`src/rtl/sbdd_pkg.sv`:
```
package sbdd_pkg;

    localparam int BYTE_W     = 8;
    localparam int SAMPLE_W   = 32;
    localparam int REP_W      = 7;
    localparam int SEGW_W     = 5;
    localparam int ACC_W      = 31;
    localparam int CNT_W      = 16;
    localparam int DONE_W     = 17;
    localparam int BIDX_W     = 3;

    // Byte queue between the input side and the bit engine.
    localparam int FIFO_DEPTH = 2;
    localparam int FIFO_AW    = 1;
    localparam int FIFO_CW    = 2;

    // Decoder phases.
    localparam logic [1:0] PH_COUNT = 2'd0;
    localparam logic [1:0] PH_WIDTH = 2'd1;
    localparam logic [1:0] PH_VALUE = 2'd2;

    typedef struct packed {
        logic                last;
        logic [REP_W-1:0]    repeat_res;
        logic [SAMPLE_W-1:0] sample;
    } result_t;

endpackage

```
`src/rtl/sbdd_byte_fifo.sv`:
```
module sbdd_byte_fifo
    import sbdd_pkg::*;
(
    input  logic              clk,
    input  logic              rst_n,
    input  logic              wr_valid,
    output logic              wr_ready,
    input  logic [BYTE_W-1:0] wr_data,
    output logic              rd_valid,
    input  logic              rd_pop,
    output logic [BYTE_W-1:0] rd_data
);

    logic [BYTE_W-1:0]  mem_reg [FIFO_DEPTH];
    logic [FIFO_AW-1:0] wr_ptr_reg, wr_ptr_next;
    logic [FIFO_AW-1:0] rd_ptr_reg, rd_ptr_next;
    logic [FIFO_CW-1:0] fill_reg, fill_next;
    logic               do_wr;
    logic               do_rd;

    assign wr_ready = (fill_reg != FIFO_CW'(FIFO_DEPTH));
    assign rd_valid = (fill_reg != '0);
    assign rd_data  = mem_reg[rd_ptr_reg];
    assign do_wr    = wr_valid && wr_ready;
    assign do_rd    = rd_pop && rd_valid;

    always_comb
    begin
        wr_ptr_next = wr_ptr_reg;
        rd_ptr_next = rd_ptr_reg;
        fill_next   = fill_reg;
        if (do_wr)
        begin
            wr_ptr_next = FIFO_AW'((FIFO_AW + 1)'(wr_ptr_reg) + 1'b1);
        end
        if (do_rd)
        begin
            rd_ptr_next = FIFO_AW'((FIFO_AW + 1)'(rd_ptr_reg) + 1'b1);
        end
        if (do_wr && !do_rd)
        begin
            fill_next = fill_reg + 1'b1;
        end
        else if (do_rd && !do_wr)
        begin
            fill_next = fill_reg - 1'b1;
        end
    end

    always_ff @(posedge clk or negedge rst_n)
    begin
        if (!rst_n)
        begin
            wr_ptr_reg <= '0;
            rd_ptr_reg <= '0;
            fill_reg   <= '0;
        end
        else
        begin
            wr_ptr_reg <= wr_ptr_next;
            rd_ptr_reg <= rd_ptr_next;
            fill_reg   <= fill_next;
        end
    end

    always_ff @(posedge clk)
    begin
        if (do_wr)
        begin
            mem_reg[wr_ptr_reg] <= wr_data;
        end
    end

endmodule

```
`src/rtl/sbdd_bit_engine.sv`:
```
module sbdd_bit_engine
    import sbdd_pkg::*;
#(
    parameter int SUM_WIDTH = 32
)
(
    input  logic              clk,
    input  logic              rst_n,
    input  logic [CNT_W-1:0]  sample_count,
    input  logic              byte_valid,
    input  logic [BYTE_W-1:0] byte_data,
    output logic              byte_pop,
    output logic              res_valid,
    input  logic              res_ready,
    output result_t           res_data
);

    localparam int EXT_W = (SUM_WIDTH > SAMPLE_W) ? SUM_WIDTH : SAMPLE_W;

    logic                 cur_valid_reg, cur_valid_next;
    logic [BYTE_W-1:0]    cur_byte_reg, cur_byte_next;
    logic [BIDX_W-1:0]    bit_idx_reg, bit_idx_next;

    logic [1:0]           phase_reg, phase_next;
    logic [SEGW_W-1:0]    bcnt_reg, bcnt_next;
    logic [REP_W-1:0]     seg_count_reg, seg_count_next;
    logic [SEGW_W-1:0]    seg_width_reg, seg_width_next;
    logic [REP_W-1:0]     values_left_reg, values_left_next;
    logic [ACC_W-1:0]     accum_reg, accum_next;
    logic [SUM_WIDTH-1:0] sum_reg, sum_next;
    logic [DONE_W-1:0]    done_reg, done_next;

    logic                 out_valid_reg, out_valid_next;
    result_t              out_data_reg, out_data_next;

    logic                 bit_in;
    logic                 emit;
    logic                 seg_end;
    logic                 fin;
    logic                 out_free;
    logic                 step;
    logic                 byte_done;
    logic [REP_W-1:0]     rep;
    logic [DONE_W-1:0]    done_new;
    logic [SEGW_W-1:0]    width_new;
    logic [ACC_W-1:0]     accum_new;
    logic [SEGW_W-1:0]    width_m1;
    logic [SAMPLE_W-1:0]  neg_mask;
    logic [SAMPLE_W-1:0]  diff32;
    logic [EXT_W-1:0]     diff_ext;
    logic [EXT_W-1:0]     sum_ext;

    assign bit_in    = cur_byte_reg[bit_idx_reg];
    assign out_free  = !out_valid_reg || res_ready;
    assign res_valid = out_valid_reg;
    assign res_data  = out_data_reg;

    // Sign extension of a finished difference from seg_width bits.
    assign accum_new = {accum_reg[ACC_W-2:0], bit_in};
    assign width_m1  = seg_width_reg - 1'b1;
    assign neg_mask  = {SAMPLE_W{1'b1}} << seg_width_reg;
    assign diff32    = {1'b0, accum_new} | (accum_new[width_m1] ? neg_mask : '0);
    assign diff_ext  = EXT_W'(signed'(diff32));

    always_comb
    begin
        phase_next       = phase_reg;
        bcnt_next        = bcnt_reg + 1'b1;
        seg_count_next   = seg_count_reg;
        seg_width_next   = seg_width_reg;
        values_left_next = values_left_reg;
        accum_next       = accum_reg;
        sum_next         = sum_reg;
        done_next        = done_reg;
        emit             = 1'b0;
        seg_end          = 1'b0;
        rep              = REP_W'(1);
        width_new        = {seg_width_reg[SEGW_W-2:0], bit_in};

        unique case (phase_reg)
            PH_COUNT:
            begin
                seg_count_next = {seg_count_reg[REP_W-2:0], bit_in};
                if (bcnt_reg == SEGW_W'(REP_W - 1))
                begin
                    bcnt_next  = '0;
                    phase_next = PH_WIDTH;
                end
            end
            PH_WIDTH:
            begin
                seg_width_next = width_new;
                if (bcnt_reg == SEGW_W'(SEGW_W - 1))
                begin
                    bcnt_next = '0;
                    if (seg_count_reg == '0)
                    begin
                        phase_next = PH_COUNT;
                    end
                    else if (width_new == '0)
                    begin
                        // Zero width: the current sum stands for the whole segment.
                        phase_next = PH_COUNT;
                        emit       = 1'b1;
                        seg_end    = 1'b1;
                        rep        = seg_count_reg;
                    end
                    else
                    begin
                        values_left_next = seg_count_reg;
                        accum_next       = '0;
                        phase_next       = PH_VALUE;
                    end
                end
            end
            PH_VALUE:
            begin
                accum_next = accum_new;
                if (bcnt_reg == width_m1)
                begin
                    bcnt_next        = '0;
                    accum_next       = '0;
                    sum_next         = sum_reg + diff_ext[SUM_WIDTH-1:0];
                    values_left_next = values_left_reg - 1'b1;
                    seg_end          = (values_left_reg == REP_W'(1));
                    emit             = 1'b1;
                    if (seg_end)
                    begin
                        phase_next = PH_COUNT;
                    end
                end
            end
            default:
            begin
                bcnt_next  = '0;
                phase_next = PH_COUNT;
            end
        endcase

        done_new = done_reg + DONE_W'(rep);
        fin      = emit && seg_end && (done_new >= DONE_W'(sample_count));
        if (emit)
        begin
            done_next = done_new;
        end

        sum_ext = EXT_W'(sum_next);
        out_data_next.sample     = sum_ext[SAMPLE_W-1:0];
        out_data_next.repeat_res = rep;
        out_data_next.last       = fin;

        // End of spectrum: start over and drop the rest of the byte.
        if (fin)
        begin
            phase_next       = PH_COUNT;
            bcnt_next        = '0;
            seg_count_next   = '0;
            seg_width_next   = '0;
            values_left_next = '0;
            accum_next       = '0;
            sum_next         = '0;
            done_next        = '0;
        end
    end

    assign step      = cur_valid_reg && (!emit || out_free);
    assign byte_done = step && ((bit_idx_reg == '0) || fin);
    assign byte_pop  = byte_valid && (!cur_valid_reg || byte_done);

    always_comb
    begin
        cur_valid_next = cur_valid_reg;
        cur_byte_next  = cur_byte_reg;
        bit_idx_next   = bit_idx_reg;
        if (step)
        begin
            bit_idx_next = bit_idx_reg - 1'b1;
        end
        if (byte_pop)
        begin
            cur_valid_next = 1'b1;
            cur_byte_next  = byte_data;
            bit_idx_next   = BIDX_W'(BYTE_W - 1);
        end
        else if (byte_done)
        begin
            cur_valid_next = 1'b0;
        end

        out_valid_next = out_valid_reg;
        if (out_free)
        begin
            out_valid_next = step && emit;
        end
    end

    always_ff @(posedge clk or negedge rst_n)
    begin
        if (!rst_n)
        begin
            cur_valid_reg   <= 1'b0;
            bit_idx_reg     <= '0;
            phase_reg       <= PH_COUNT;
            bcnt_reg        <= '0;
            seg_count_reg   <= '0;
            seg_width_reg   <= '0;
            values_left_reg <= '0;
            accum_reg       <= '0;
            sum_reg         <= '0;
            done_reg        <= '0;
            out_valid_reg   <= 1'b0;
        end
        else
        begin
            cur_valid_reg <= cur_valid_next;
            bit_idx_reg   <= bit_idx_next;
            out_valid_reg <= out_valid_next;
            if (step)
            begin
                phase_reg       <= phase_next;
                bcnt_reg        <= bcnt_next;
                seg_count_reg   <= seg_count_next;
                seg_width_reg   <= seg_width_next;
                values_left_reg <= values_left_next;
                accum_reg       <= accum_next;
                sum_reg         <= sum_next;
                done_reg        <= done_next;
            end
        end
    end

    always_ff @(posedge clk)
    begin
        cur_byte_reg <= cur_byte_next;
        if (out_free && step && emit)
        begin
            out_data_reg <= out_data_next;
        end
    end

endmodule

```
`src/rtl/segment_bitpack_delta_decoder.sv`:
```
// Decodes a bit-packed spectrum delivered one byte per input transaction, bits read most
// significant first. Each segment carries a 7-bit count and a 5-bit width, then count
// two's-complement differences of that width that are summed into a running sample; a
// zero-width segment yields one result holding the count as its repeat. The result that
// ends a segment with the sample total at or above sample_count is flagged with tlast,
// the rest of that byte is dropped and decoding restarts. Bytes go into a two-entry
// queue and a bit-serial engine consumes one bit per clock, taking up the next byte as
// the last bit of the current one is used; a byte may produce up to eight results, one
// per cycle, and the engine pauses only while the output register is held by a stalled
// downstream side. tdata carries the sample in bits 31:0, the repeat count in 38:32.
module segment_bitpack_delta_decoder
    import sbdd_pkg::*;
#(
    parameter int SUM_WIDTH = 32
)
(
    input  logic                        clk,
    input  logic                        rst_n,
    input  logic                        cfg_valid,
    output logic                        cfg_ready,
    input  logic [CNT_W-1:0]            cfg_data,      // sample_count
    input  logic                        s_axis_tvalid,
    output logic                        s_axis_tready,
    input  logic [BYTE_W-1:0]           s_axis_tdata,  // in_byte
    output logic                        m_axis_tvalid,
    input  logic                        m_axis_tready,
    output logic [SAMPLE_W+REP_W:0]     m_axis_tdata,  // sample, repeat_res, zero pad
    output logic                        m_axis_tlast
);

    logic [CNT_W-1:0]  sample_count_reg;
    logic              q_valid;
    logic              q_pop;
    logic [BYTE_W-1:0] q_data;
    result_t           res;

    assign cfg_ready = 1'b1;

    always_ff @(posedge clk or negedge rst_n)
    begin
        if (!rst_n)
        begin
            sample_count_reg <= CNT_W'(1);
        end
        else if (cfg_valid)
        begin
            sample_count_reg <= cfg_data;
        end
    end

    sbdd_byte_fifo u_fifo
    (
        .clk      (clk),
        .rst_n    (rst_n),
        .wr_valid (s_axis_tvalid),
        .wr_ready (s_axis_tready),
        .wr_data  (s_axis_tdata),
        .rd_valid (q_valid),
        .rd_pop   (q_pop),
        .rd_data  (q_data)
    );

    sbdd_bit_engine #(
        .SUM_WIDTH (SUM_WIDTH)
    ) u_engine
    (
        .clk          (clk),
        .rst_n        (rst_n),
        .sample_count (sample_count_reg),
        .byte_valid   (q_valid),
        .byte_data    (q_data),
        .byte_pop     (q_pop),
        .res_valid    (m_axis_tvalid),
        .res_ready    (m_axis_tready),
        .res_data     (res)
    );

    assign m_axis_tdata = {1'b0, res.repeat_res, res.sample};
    assign m_axis_tlast = res.last;

endmodule

```
`config.mk`:
```
export PLATFORM = sky130hd
export DESIGN_NAME = segment_bitpack_delta_decoder
export DESIGN_NICKNAME = d
export VERILOG_FILES = /design/src/rtl/sbdd_pkg.sv /design/src/rtl/sbdd_byte_fifo.sv /design/src/rtl/sbdd_bit_engine.sv /design/src/rtl/segment_bitpack_delta_decoder.sv
export SDC_FILE = /design/constraint.sdc
export NUM_CORES = 1
export LEC_CHECK = 0
export BUFFER_PORTS_ARGS = -buffer_cell sky130_fd_sc_hd__buf_4
export CORE_MARGIN = 1.5
export CORE_UTILIZATION = 65
export CTS_BUF_LIST = sky130_fd_sc_hd__clkbuf_4 sky130_fd_sc_hd__clkbuf_8 sky130_fd_sc_hd__clkbuf_16
export DETAILED_ROUTE_END_ITERATION = 8
export PLACE_DENSITY = 0.85
export SYNTH_ARGS = -nofsm -noshare
export SYNTH_HDL_FRONTEND = slang
export SYNTH_SLANG_ARGS = --single-unit
```
`constraint.sdc`:
```
create_clock -name clk -period 11.3 [get_ports clk]
set_clock_uncertainty 0.1 [all_clocks]
set_input_delay 0 -clock clk [delete_from_list [all_inputs] [get_ports clk]]
set_output_delay 0 -clock clk [all_outputs]
set_load 0.01 [all_outputs]
```
==> impl_metrics.csv <==
group,metric,value,unit
floorplan,start_util,0.669,
sta,setup_viol,0,
clocking,cts.sinks,194,
global_route,grt_antenna_before_repair,0,
global_route,first_global_vias,9149,
floorplan,rows,47,
logic_synthesis,yosys.area.top_type,"dfrtp_1",
logic_synthesis,syn_inst,1124,
global_route,met3_usage,0.0552,
logic_synthesis,synth.area.top_cells,"dfrtp_1 29%, edfxtp_1 17%, ha_1 7.8%, nand2_1 6.5%, o21ai_0 5.1%",
clocking,post_cts.repair.setup_buffers,0,
worst_setup_path,r2r-start,"u_engine.bit_idx_reg[0]$_DFFE_PN0P_",
sta,slew_violations,0,
final_layout,design_area,13000,µm²
worst_setup_path,required,11.53,ns
sta,rsz0062_at_grt,"no",
final_layout,utilization,0.777,
worst_setup_path,path_buf_inv,1,
clocking,ctsLongestPathBuffers,2,
final_layout,fillerInstances,1086,
sta,period_share,0.685,
final_layout,drive_gt1_frac,0.121,
power_and_ir_drop,p_per_area,210,nW/µm²
logic_synthesis,synth_top_area_frac,0.289,
worst_setup_path,crit_arrival,7.97,ns
worst_setup_path,cp_max_fo,61,
drt,first_iter_violations,892,
logic_synthesis,syn-num-nets,1225,
floorplan,core,16700,µm²
logic_synthesis,syn_area,11200,µm²
sta,worst_pin_slew,1.23,ns
worst_setup_path,reg2reg_to,"u_engine.values_left_reg[6]$_DFFE_PN0P_",
global_route,grt-busiest-layer,"met2",
sta,maxSlewHeadroom,0.177,
final_layout,antenna_cells,0,
min_path,hold_class,"in2async",
logic_synthesis,yosysWarningCount,0,
placed_design,place_area,11800,µm²
power_and_ir_drop,ir_worst_vdd,0.181,mV
drt,num_vias,9227,
clocking,numCtsBuffers,17,
final_layout,synthToLayoutAreaGrowth,16.0,%
global_route,overflow,0,
clocking,clk_root_buffer_cell,"clkbuf_16",
floorplan,die_w,134,µm
clocking,clock_latency,0.45,ns
drt,route.detailed.drc,0,
placed_design,io_buffers,70,
sta,finalCriticalPeriod,7.74,ns
placed_design,dpl.hpwl,17.0,mm
status,status,"completed",
worst_setup_path,timing.reg2reg.setup_slack,3.56,ns
logic_synthesis,synth-seq-area-share,0.463,
logic_synthesis,synth-edff-count,64,
placed_design,gp_congestion,0.913,
final_layout,fin_nets,1324,
drt,postRouteAntennaNets,0,
global_route,grt_pass1_wl,45.5,mm
clocking,clk_pin_slew,0.08,ns
global_route,track_usage,0.322,
run,cap_violations,0,
floorplan,io_pins,73,
worst_setup_path,critPathMaxStageDelay,1.02,ns
worst_setup_path,cp_cell_sequence,"mux4_2 > mux2i_2 > and4_1 > and2_1 > ha_1 > a21o_1 > a21oi_1 > o21bai_1 > a21oi_1 > o21ai_0 > and3_1 > and3_1 > xor2_1 > ha_1 > a21oi_1 > o21ai_0 > a21oi_1 > a31o_2 > inv_2 > o21ai_4 > nor4b_1 > a221o_1",
sta,finalSetupTns,0,ns
worst_setup_path,critPathKind,"reg2reg",
logic_synthesis,synthFlopType,"dfrtp_1",
sta,hold_slack,0.146,ns
worst_setup_path,ff2ff_path_depth,22,
global_route,met1_usage,0.404,
sta,hold_violations,0,
logic_synthesis,ys_types,68,
drt,routed_wl,28.0,mm
worst_setup_path,end_kind,"flip-flop",
logic_synthesis,synthArstFlopShare,0.670,
drt,dr.pass1.iters,6,
final_layout,largest_register_ffs,40,
worst_setup_path,cp-start-kind,"flip-flop",
worst_setup_path,cpMostUsedCell,"a21oi_1",
worst_setup_path,crit_slowest_cell,"o21ai_4",
clocking,h-tree-depth,4,
global_route,grt_use_met2,0.546,
floorplan,dieArea,18000,µm²
logic_synthesis,syn_avg_cell_area,9.95,µm²
floorplan,die_h,134,µm
worst_setup_path,cpLargestDelayFamily,"compound AO/OA/AOI/OAI gates",
clocking,cts_tree,"yes",
power_and_ir_drop,power_leakage,5.97,nW
sta,fmax,129,MHz
drt,vias_per_cell,6.34,
global_route,grt_max_degree,78,
logic_synthesis,synth_seq_cells,194,
drt,post_drt_wl_per_cell,19.3,µm
[per-stage QoR]
| stage | setup slack [ns] | cells | total power [W] |
|---|---|---|---|
| 4_1_cts | 4.06 | 1456 | 0.00269 |
| 3_3_place_gp | 4.36 | 1366 | 0.00201 |
| 3_5_place_dp | 4.16 | 1366 | 0.00205 |
| 5_1_grt | 3.21 | 1456 | 0.00289 |
| 2_1_floorplan | 5.66 | 1124 | 0.00181 |
| 6_report | 3.56 | 1456 | 0.00272 |
[metal layers]
metal  share of wire  up-vias
li1                -     4226
met1            0.39     4410
met2            0.50      475
met3           0.066      116
met4           0.045        0
met5               0        -
[layout make-up]
| type | count | area [µm²] | share of cell area |
|---|---|---|---|
| clock buffer | 17 | 425 | 0.0328 |
| clock inverter | 15 | 175 | 0.0135 |
| inverter | 52 | 195 | 0.0150 |
| multi-input combinational | 826 | 5590 | 0.431 |
| sequential | 194 | 5180 | 0.399 |
| tap | 220 | 275 | 0.0212 |
| timing repair buffer | 132 | 1140 | 0.0876 |
[synth_stat cells (6+ instances only)]
cell	instances
nand2_1	195
edfxtp_1	64
nand3_1	32
a211oi_1	6
xor2_1	24
inv_1	51
nor3_1	17
dfrtp_1	129
mux4_2	9
a21oi_1	33
and3_1	12
o31ai_1	11
a21o_1	41
nor3b_1	7
ha_1	70
nor2b_1	7
and2_1	17
a22o_1	32
nor2_1	32
buf_2	9
o21bai_1	10
xnor2_1	28
o21ai_0	113
nand2b_1	18
a221o_1	6
mux2_2	23
clkbuf_1	35
nand4_1	7
[cell usage in the layout (no fill, tap or decap), drive strengths merged, types with 12 or more instances in the layout]
cell | synthesis | final
o21ai | 118 | 118
mux2 | 24 | 24
clkbuf | 35 | 17
nor2 | 32 | 32
and2 | 17 | 17
a21o | 41 | 41
nor3 | 18 | 18
a22o | 32 | 32
dfrtp | 129 | 129
a21oi | 34 | 34
ha | 70 | 70
nand3 | 32 | 32
and3 | 12 | 12
xor2 | 24 | 24
edfxtp | 64 | 64
dlygate4sd3 | 0 | 58
buf | 17 | 74
nand2b | 18 | 18
xnor2 | 28 | 28
inv | 52 | 61
nand2 | 195 | 195
[timing repair]
| item | in CTS | in global routing |
|---|---|---|
| endpoints found under the hold margin | 111 | 0 |
| resized for setup | 0 | 0 |
| hold buffers | 58 | 0 |
[how the worst max path moves through the flow]
stage | startpoint | end | cells after the start
after floorplan | u_engine.bit_idx_reg[0]$_DFFE_PN0P_ | u_fifo.fill_reg[1]$_DFFE_PN0P_ | 25
after global placement | u_engine.bit_idx_reg[0]$_DFFE_PN0P_ | u_engine.values_left_reg[6]$_DFFE_PN0P_ | 22
after detailed placement | u_engine.bit_idx_reg[0]$_DFFE_PN0P_ | u_engine.values_left_reg[6]$_DFFE_PN0P_ | 22
after CTS | u_engine.bit_idx_reg[0]$_DFFE_PN0P_ | u_engine.values_left_reg[6]$_DFFE_PN0P_ | 22
after global routing | u_engine.bit_idx_reg[0]$_DFFE_PN0P_ | u_engine.values_left_reg[6]$_DFFE_PN0P_ | 22
final | u_engine.bit_idx_reg[0]$_DFFE_PN0P_ | u_engine.values_left_reg[6]$_DFFE_PN0P_ | 22
[where the power goes]
group | internal [W] | total, W | switching (W)
clock network | 0.000301 | 0.000612 | 0.000312
logic | 0.000453 | 0.00105 | 0.000594
registers | 0.000907 | 0.00106 | 0.000154
total | 0.00166 | 0.00272 | 0.00106
[kinds of logic after synthesis]
family                     after synthesis  share of synthesized area
buffers and inverters                  104                     0.0379
AOI/OAI and AO/OA                      298                      0.175
adders and majority gates               72                     0.0819
and+or+nand+nor                        362                      0.149
muxes                                   38                     0.0474
DFF                                    194                      0.463
other                                    2                   0.000672
xor gates and xnor gates                54                     0.0448
(Power assumes the default switching activity.)
